[src/hdl/mpfc_pkg.sv]
`timescale 1ns / 1ps
// ----------------------------------------------------------------------------
// mpfc_pkg
// Types and constants for the Modbus position frame checker.
// ----------------------------------------------------------------------------
package mpfc_pkg;

  localparam logic [15:0] CRC_INIT    = 16'hFFFF;
  localparam logic [15:0] CRC_POLY    = 16'hA001;
  localparam logic [7:0]  FUNC_READ   = 8'h03;
  localparam logic [7:0]  COUNT_FIELD = 8'h04;

  // Byte positions inside a frame
  localparam logic [3:0] POS_ADDR     = 4'd0;
  localparam logic [3:0] POS_FUNC     = 4'd1;
  localparam logic [3:0] POS_COUNT    = 4'd2;
  localparam logic [3:0] POS_ANGLE_HI = 4'd5;
  localparam logic [3:0] POS_ANGLE_LO = 4'd6;
  localparam logic [3:0] POS_CRC_LO   = 4'd7;
  localparam logic [3:0] POS_CRC_HI   = 4'd8;
  localparam logic [3:0] CRC_SPAN     = 4'd7;
  localparam logic [3:0] COUNT_MAX    = 4'd15;

  typedef enum logic [1:0] {
    ST_OK      = 2'd0,
    ST_BAD_LEN = 2'd1,
    ST_BAD_CRC = 2'd2,
    ST_BAD_HDR = 2'd3
  } status_t;

  typedef struct packed {
    status_t     status;
    logic [15:0] angle;
  } frame_result_t;

endpackage

[src/hdl/mpfc_crc_step.sv]
`timescale 1ns / 1ps
// ----------------------------------------------------------------------------
// mpfc_crc_step
// Modbus CRC-16 update by one byte, LSB first, reflected polynomial.
// ----------------------------------------------------------------------------
module mpfc_crc_step (
  input  logic [15:0] crc_in,
  input  logic [7:0]  data,
  output logic [15:0] crc_out
);
  import mpfc_pkg::*;

  always_comb begin
    logic [15:0] c;
    c = crc_in ^ {8'h00, data};
    for (int k = 0; k < 8; k++) begin
      if (c[0]) begin
        c = (c >> 1) ^ CRC_POLY;
      end else begin
        c = c >> 1;
      end
    end
    crc_out = c;
  end

endmodule

[src/hdl/mpfc_frame.sv]
`timescale 1ns / 1ps
// ----------------------------------------------------------------------------
// mpfc_frame
// Per-frame state: byte count, running CRC, header check, angle capture,
// and the status decision on the last byte of a frame.
// ----------------------------------------------------------------------------
module mpfc_frame (
  input  logic                    clk,
  input  logic                    rst,
  input  logic                    step,
  input  logic [7:0]              data_byte,
  input  logic                    end_of_frame,
  input  logic [7:0]              device_address,
  output mpfc_pkg::frame_result_t result
);
  import mpfc_pkg::*;

  logic [3:0]  byte_count;
  logic [15:0] crc_running;
  logic [7:0]  crc_low_seen;
  logic        header_ok;
  logic [7:0]  angle_high_byte;
  logic [7:0]  angle_low_byte;
  logic [15:0] held_angle;

  logic [15:0] crc_step_out;
  logic        header_ok_next;
  logic        crc_match;
  status_t     status_next;

  mpfc_crc_step u_crc (
    .crc_in  (crc_running),
    .data    (data_byte),
    .crc_out (crc_step_out)
  );

  always_comb begin
    header_ok_next = header_ok;
    case (byte_count)
      POS_ADDR:  header_ok_next = (data_byte == device_address);
      POS_FUNC:  header_ok_next = header_ok && (data_byte == FUNC_READ);
      POS_COUNT: header_ok_next = header_ok && (data_byte == COUNT_FIELD);
      default:   header_ok_next = header_ok;
    endcase
  end

  // crc_running holds the CRC of the first seven bytes from position 7 on
  assign crc_match = (crc_low_seen == crc_running[7:0]) &&
                     (data_byte == crc_running[15:8]);

  always_comb begin
    if (byte_count != POS_CRC_HI) begin
      status_next = ST_BAD_LEN;
    end else if (!crc_match) begin
      status_next = ST_BAD_CRC;
    end else if (!header_ok) begin
      status_next = ST_BAD_HDR;
    end else begin
      status_next = ST_OK;
    end
  end

  always_comb begin
    result.status = status_next;
    result.angle  = (status_next == ST_OK) ? {angle_high_byte, angle_low_byte}
                                           : held_angle;
  end

  always_ff @(posedge clk) begin
    if (rst) begin
      byte_count      <= '0;
      crc_running     <= CRC_INIT;
      crc_low_seen    <= '0;
      header_ok       <= 1'b0;
      angle_high_byte <= '0;
      angle_low_byte  <= '0;
      held_angle      <= '0;
    end else if (step) begin
      if (end_of_frame) begin
        byte_count      <= '0;
        crc_running     <= CRC_INIT;
        crc_low_seen    <= '0;
        header_ok       <= 1'b0;
        angle_high_byte <= '0;
        angle_low_byte  <= '0;
        held_angle      <= result.angle;
      end else begin
        if (byte_count < CRC_SPAN) begin
          crc_running <= crc_step_out;
        end
        header_ok <= header_ok_next;
        if (byte_count == POS_ANGLE_HI) begin
          angle_high_byte <= data_byte;
        end
        if (byte_count == POS_ANGLE_LO) begin
          angle_low_byte <= data_byte;
        end
        if (byte_count == POS_CRC_LO) begin
          crc_low_seen <= data_byte;
        end
        if (byte_count != COUNT_MAX) begin
          byte_count <= byte_count + 4'd1;
        end
      end
    end
  end

endmodule

[config.mk]
export PLATFORM = sky130hd
export DESIGN_NAME = mpfc_frame
export DESIGN_NICKNAME = d
export VERILOG_FILES = /design/src/hdl/mpfc_pkg.sv /design/src/hdl/mpfc_crc_step.sv /design/src/hdl/mpfc_frame.sv
export SDC_FILE = /design/constraint.sdc
export NUM_CORES = 1
export LEC_CHECK = 0
export ABC_AREA = 1
export BUFFER_PORTS_ARGS = -buffer_cell sky130_fd_sc_hd__buf_2
export CAP_MARGIN = 40
export CORE_ASPECT_RATIO = 1.4
export CORE_UTILIZATION = 55
export DETAILED_ROUTE_END_ITERATION = 8
export PLACE_DENSITY = 0.76
export REMOVE_ABC_BUFFERS = 1
export SLEW_MARGIN = 25
export SYNTH_ARGS = -nofsm -noshare
export SYNTH_HDL_FRONTEND = slang
export SYNTH_SLANG_ARGS = --single-unit
[constraint.sdc]
create_clock -name clk -period 2.2 [get_ports clk]
set_input_delay 0.44 -clock clk [delete_from_list [all_inputs] [get_ports clk]]
set_output_delay 0.44 -clock clk [all_outputs]
set_load 0.05 [all_outputs]
==> qor.csv, run 1 <==
stage,metric,value,unit
clock_network,post-CTS setup buffer count,0,
placement,IO buf count,37,
global_routing,vias in the first global route,3035,
synth,cell taking the most area after synthesis,dfxtp_1,
global_routing,initial antenna violation count,0,
placement,dpl cells,624,
synth,library cells used by synthesis,34,
synth,#FFs+latches synth,61,
sta,smallest setup slack after layout,-0.252,ns
sta,RSZ-0062 raised after global routing,yes,
route,first-pass detailed-route iteration total,4,
synth,Main synth FF type,dfxtp_1,
route,via count,3358,
clock_network,CTS tree,built,
synth,YS warnings,0,
synth,Post-Syn Area,0.00331,mm^2
sta,Fin Hold WS,0.447,ns
power_and_ir_drop,worst vdd ir,0.476,mV
setup_path,worst path bufs/invs,2,
synth,Synth area leaders,"dfxtp_1 37%, nand2_1 23%, inv_1 5.8%",
placement,Final GP Congestion,0.929,
synth,top-count cell post-synth,nand2_1,
setup_path,FF-to-FF Start,crc_running[3],
sta,slew margin rel.,64.6,%
setup_path,Crit. Startpoint,crc_low_seen[5],
floorplanning,Top-Level Pins,38,
route,Vias/cell,5.25,
floorplanning,DIE AREA,0.00633,mm^2
floorplanning,Initial Util,56.8,%
route,DRC Markers,0,
route,initial drt markers,154,
cells_and_area,Multi-input gate area,0.00183,mm^2
sta,Final Skew,0.00657,ns
synth,Mapped Cells,503,
synth,"EDFF count, synth",0,
setup_path,Critical Path AT,2.01,ns
sta,worst slew pin tran,0.529,ns
route,WL per Instance,12.8,um
setup_path,Top delay family on crit path,simple AND/OR/NAND/NOR gates,
placement,hpwl dp,6130,um
synth,Synth Area per Inst,6.58,um^2
cells_and_area,share of layout cells above drive strength 1,20.5,%
sta,f_max,0.408,GHz
floorplanning,Core ar.,0.00582,mm^2
setup_path,R2R Setup Slk,0.42,ns
power_and_ir_drop,LEAKAGE,1.91,nW
floorplanning,num rows,33,
global_routing,GRT Total Usage,28.2,%
cells_and_area,fillcell total,498,
clock_network,Hold Buf Count CTS,0,
cells_and_area,register area,0.00122,mm^2
setup_path,"Slowest-stage cell, CP",dfxtp_2,
setup_path,data required time of the worst path,1.76,ns
setup_path,type of origin of the critical path,flip-flop,
clock_network,Clock Latency Late Sink,0.35,ns
route,DRT Wirelength,8160,um
sta,Final Slew Violations,0,
worst_hold_path,Worst Hold Launch,rst,
setup_path,Setup CP Type,reg2out,
synth,register area share after synthesis,36.9,%
floorplanning,Die H,93.8,um
floorplanning,chip width,67.5,um
power_and_ir_drop,pwr dens,639,mW/mm^2
clock_network,Num Clock Sinks,61,
cells_and_area,Layout area overhead,24.1,%
clock_network,worst-case clock buffer depth,2,
clock_network,CTS Buf Count,9,
synth,share of flip-flops with an asynchronous set or reset,0,%
synth,Synth top cells by count,"200 x nand2_1, 61 x dfxtp_1, 51 x inv_1",
route,antenna-violating nets left,0,
setup_path,worst-path maximum fanout,32,
setup_path,CP max stage delay,0.33,ns
sta,final setup violation count,17,
outcome,status,"complete, but fails checks",
outcome,violated checks,negative setup slack,
sta,endpoints failing hold,0,
setup_path,crit-path cells,or2_1 -> a21oi_2 -> nand4_2 -> nor2_4 -> nand3_4 -> buf_12 -> o21ai_2 -> buf_6,
sta,period utilization,111,%
clock_network,H-tree depth,3,
clock_network,CTS root buf,clkbuf_8,
setup_path,Setup crit end kind,primary output,
cells_and_area,Post-Layout Cell Count,640,
synth,top cell type's share of synthesized area,36.9,%
global_routing,largest net degree at the start of global routing,33,
worst_hold_path,type of the worst min-delay path,in2reg,
job,max_cap viols,0,
clock_network,clock slew at reported path FFs,0.07,ns
sta,setup TNS,-3.97,ns
cells_and_area,Antenna Cells,0,
global_routing,total global routing overflow,0,
cells_and_area,Nets,589,
sta,Tmin final,2.45,ns
power_and_ir_drop,Overall Power,2.62,mW
global_routing,global-route wire length before repair,13300,um
==> kinds of logic (layout without fill, tap and decap cells) <==
family,after synthesis,count (layout),synth area share (%)
compound gates,85,85,15.7
simple gates,261,261,32.0
xor+xnor,19,19,5.03
fa+ha+maj,4,4,1.51
buf+inv,73,140,8.81
flops,61,61,36.9
==> state kept, by name, indices dropped and copies added (netlist names) <==
| register | cells |
|---|---|
| angle_high_byte | 8 |
| angle_low_byte | 8 |
| byte_count | 4 |
| crc_low_seen | 8 |
| crc_running | 16 |
| header_ok | 1 |
| held_angle | 16 |
==> cell type report <==
cell class              count  share of cell area, %
inverters                  59                   5.40
multi-input cells         369                   44.7
flip-flops and latches     61                   29.8
well taps                  70                   2.13
repair buffers             65                   12.6
clock inverters             7                   2.38
clock buffers               9                   3.02
==> metrics by stage <==
step	area [um^2]	utilization (%)	worst slack, ns
global route	4100	70.5	-0.340
floorplan	3240	-	-0.356
finish	4100	70.5	-0.252
CTS	4080	70.1	-0.237
global placement	3730	64.0	-0.101
detailed placement	3730	64.1	-0.128
==> worst paths after layout <==
check	cells past startpoint	endpoint
worst max-delay path	8	result[12]
worst min-delay path	2	angle_high_byte[2]
worst max register to register	16	crc_running[0]
worst min register to register	2	held_angle[6]
==> layer usage <==
metal  share of wire, %  wire length, um  up-vias  global-route usage (%)
met2                 51             4140       87                    48.3
met1                 42             3400     1524                    30.8
met4                3.6              293        0                    17.4
met3                4.1              333       23                    5.58
met5                  0                0        -                       0
li1                   -                -     1724                       -
==> layout by cell type, fill, tap and decap left out, types with 2 or more instances in the layout <==
master,synthesis,final
o21ai_0,15,15
o21ai_2,14,13
xor2_1,17,17
nand2_1,200,198
clkbuf_8,0,9
buf_2,2,19
inv_2,7,8
dfxtp_1,61,59
bufinv_16,0,2
buf_4,0,28
nand4_1,2,2
clkinvlp_4,0,2
o31ai_1,2,2
o22ai_1,9,9
a211oi_1,3,3
nor3_1,2,2
nand3_1,17,17
o21ai_4,0,3
xnor2_1,2,2
a21oi_2,2,2
buf_6,2,17
dfxtp_2,0,2
ha_1,4,4
nor2_1,33,32
nand2_2,0,2
inv_1,51,50
a21oi_1,33,33
nand4_2,2,2
==> where the power goes <==
part | total [mW] | switching [mW] | internal (mW)
logic | 0.357 | 0.230 | 0.127
registers | 1.16 | 0.0259 | 1.13
clock network | 1.11 | 0.466 | 0.640
total | 2.62 | 0.721 | 1.90
==> what timing repair did <==
item,CTS,global route
endpoints found under the setup margin,18,18
gates resized for setup,39,7
pin swaps,2,2
(Power assumes the default switching activity.)
==> run 2: changes to the inputs <==
Settings changed: PLACE_DENSITY 0.76 to 0.87.
==> qor.csv, run 2 (same netlist as run 1, synthesis figures left out) <==
stage,metric,value,unit,change
route,antenna-violating nets left,0,,unchanged
cells_and_area,Layout area overhead,25.0,%,was 24.1%
clock_network,worst-case clock buffer depth,2,,unchanged
sta,RSZ-0062 raised after global routing,yes,,unchanged
placement,Final GP Congestion,0.966,,was 0.929
setup_path,Setup crit end kind,primary output,,unchanged
placement,placed cell area,0.00373,mm^2,unchanged
power_and_ir_drop,LEAKAGE,1.92,nW,was 1.91 nW
outcome,status,"complete, but fails checks",,unchanged
setup_path,FF-to-FF Start,byte_count[1],,was crc_running[3]
power_and_ir_drop,worst vdd ir,0.352,mV,was 0.476 mV
sta,Final Skew,0.00794,ns,was 0.00657 ns
power_and_ir_drop,pwr dens,639,mW/mm^2,about the same
worst_hold_path,Worst Hold Launch,rst,,unchanged
job,max_cap viols,0,,unchanged
route,initial drt markers,242,,was 154
floorplanning,Top-Level Pins,38,,unchanged
setup_path,reg-to-reg endpoint,crc_running[14],,was crc_running[0]
setup_path,type of origin of the critical path,flip-flop,,unchanged
placement,IO buf count,37,,unchanged
cells_and_area,Antenna Cells,0,,unchanged
global_routing,met2 GRT Util,50.7,%,was 48.3%
global_routing,initial antenna violation count,0,,unchanged
sta,Fin Hold WS,0.370,ns,was 0.447 ns
outcome,violated checks,negative setup slack,,unchanged
setup_path,worst-path maximum fanout,16,,was 32
clock_network,clock slew at reported path FFs,0.08,ns,was 0.07 ns
floorplanning,DIE AREA,0.00633,mm^2,unchanged
setup_path,R2R Setup Slk,0.37,ns,was 0.42 ns
global_routing,M1 GR Usage,31.6,%,was 30.8%
global_routing,largest net degree at the start of global routing,32,,was 33
floorplanning,Initial Util,56.8,%,unchanged
cells_and_area,final non-filler cell area,0.00414,mm^2,was 0.00410 mm^2
floorplanning,chip width,67.5,um,unchanged
sta,endpoints failing hold,0,,unchanged
sta,worst slew pin tran,0.596,ns,was 0.529 ns
sta,final setup violation count,17,,unchanged
route,first-pass detailed-route iteration total,5,,was 4
clock_network,CTS root buf,clkbuf_8,,unchanged
sta,Tmin final,2.47,ns,was 2.45 ns
route,DRT Wirelength,8760,um,was 8160 um
cells_and_area,Top Registers,"crc_running: 16 flops, held_angle: 16 flops",,unchanged
clock_network,Num Clock Sinks,61,,unchanged
clock_network,CTS tree,built,,unchanged
floorplanning,Core ar.,0.00582,mm^2,unchanged
global_routing,met3 usage,6.67,%,was 5.58%
sta,slew margin rel.,60.1,%,was 64.6%
sta,smallest setup slack after layout,-0.266,ns,was -0.252 ns
cells_and_area,most frequent cells in the layout,"198 x nand2_1, 57 x dfxtp_1, 50 x inv_1",,"was 198 x nand2_1, 59 x dfxtp_1, 50 x inv_1"
sta,Final Slew Violations,0,,unchanged
clock_network,H-tree depth,3,,unchanged
clock_network,Hold Buf Count CTS,0,,unchanged
cells_and_area,Nets,591,,was 589
clock_network,CTS Buf Count,9,,unchanged
floorplanning,Die H,93.8,um,unchanged
floorplanning,num rows,33,,unchanged
sta,f_max,0.405,GHz,was 0.408 GHz
global_routing,busiest layer in global routing,met2,,unchanged
power_and_ir_drop,Overall Power,2.64,mW,was 2.62 mW
global_routing,GRT Total Usage,29.4,%,was 28.2%
cells_and_area,share of layout cells above drive strength 1,21.2,%,was 20.5%
clock_network,Clock Latency Late Sink,0.35,ns,about the same
route,DRC Markers,0,,unchanged
global_routing,total global routing overflow,0,,unchanged
route,via count,3489,,was 3358
placement,hpwl dp,6320,um,was 6130 um
setup_path,Worst R2R Path Depth,8,,was 16
global_routing,global-route wire length before repair,14000,um,was 13300 um
route,Vias/cell,5.43,,was 5.25
worst_hold_path,Hold Crit Depth,2,,unchanged
sta,period utilization,112,%,was 111%
cells_and_area,"commonest non-fill, non-tap cell in the layout",nand2_1,,unchanged
cells_and_area,final core occ,71.0,%,was 70.5%
setup_path,Critical Path AT,2.03,ns,was 2.01 ns
worst_hold_path,WHS Endpoint,angle_high_byte[1],,was angle_high_byte[2]
route,WL per Instance,13.6,um,was 12.8 um
setup_path,data required time of the worst path,1.76,ns,about the same
global_routing,vias in the first global route,3263,,was 3035
worst_hold_path,type of the worst min-delay path,in2reg,,unchanged
setup_path,Setup CP Type,reg2out,,unchanged
-- run 2: area by class of cell --
type | instances | area, um^2
multi-input cells | 369 | 1830
fillers | 462 | 1690
flip-flops and latches | 61 | 1230
repair buffers | 67 | 553
inverters | 59 | 221
clock buffers | 9 | 124
clock inverters | 7 | 97.6
well taps | 70 | 87.6
-- run 2: worst max-delay path by stage --
| stage | from | to | slack (ns) | depth (start not counted) |
|---|---|---|---|---|
| final | crc_low_seen[5] | result[11] | -0.27 | 8 |
| after global routing | crc_running[15] | result[12] | -0.35 | 8 |
| after CTS | crc_low_seen[5] | result[1] | -0.26 | 8 |
| after detailed placement | data_byte[5] | result[13] | -0.18 | 9 |
| after global placement | data_byte[5] | result[13] | -0.12 | 9 |
| after floorplan | data_byte[5] | result[13] | -0.36 | 6 |
-- run 2: worst max-delay path: stages, from the launching register on --
cell     delay [ns]
dfxtp_2        0.32
or2_1          0.23
a21oi_2        0.17
nand4_2        0.14
nor2_4         0.17
nand3_4        0.12
buf_12         0.18
o21ai_2        0.16
buf_6          0.18
-- run 2: per-layer routing --
metal	routed length [um]	share of wire (%)
met1	3470	40
met2	4390	50
met3	473	5.4
met4	420	4.8
met5	0	0
-- run 2: repair_timing --
item / CTS / global route
cloned: 0 / 1
resized for setup: 42 / 6
setup endpoints to repair: 18 / 18
buffers inserted: 1 / 0
pin swaps: 5 / 0
-- run 2: power breakdown --
group	switching (mW)	total (mW)	leakage, nW	internal [mW]
Sequential	0.0266	1.16	0.495	1.13
Clock	0.478	1.12	0.106	0.641
Combinational	0.236	0.365	1.32	0.129
Total	0.740	2.64	1.92	1.90
-- run 2: through the flow --
step | setup TNS (ns) | setup WS, ns | instances
after floorplan | -2.44 | -0.356 | 489
after detailed placement | -2.47 | -0.180 | 624
after global routing | -5.81 | -0.355 | 642
final | -4.24 | -0.266 | 642
after CTS | -4.34 | -0.264 | 641
after global placement | -1.49 | -0.116 | 623
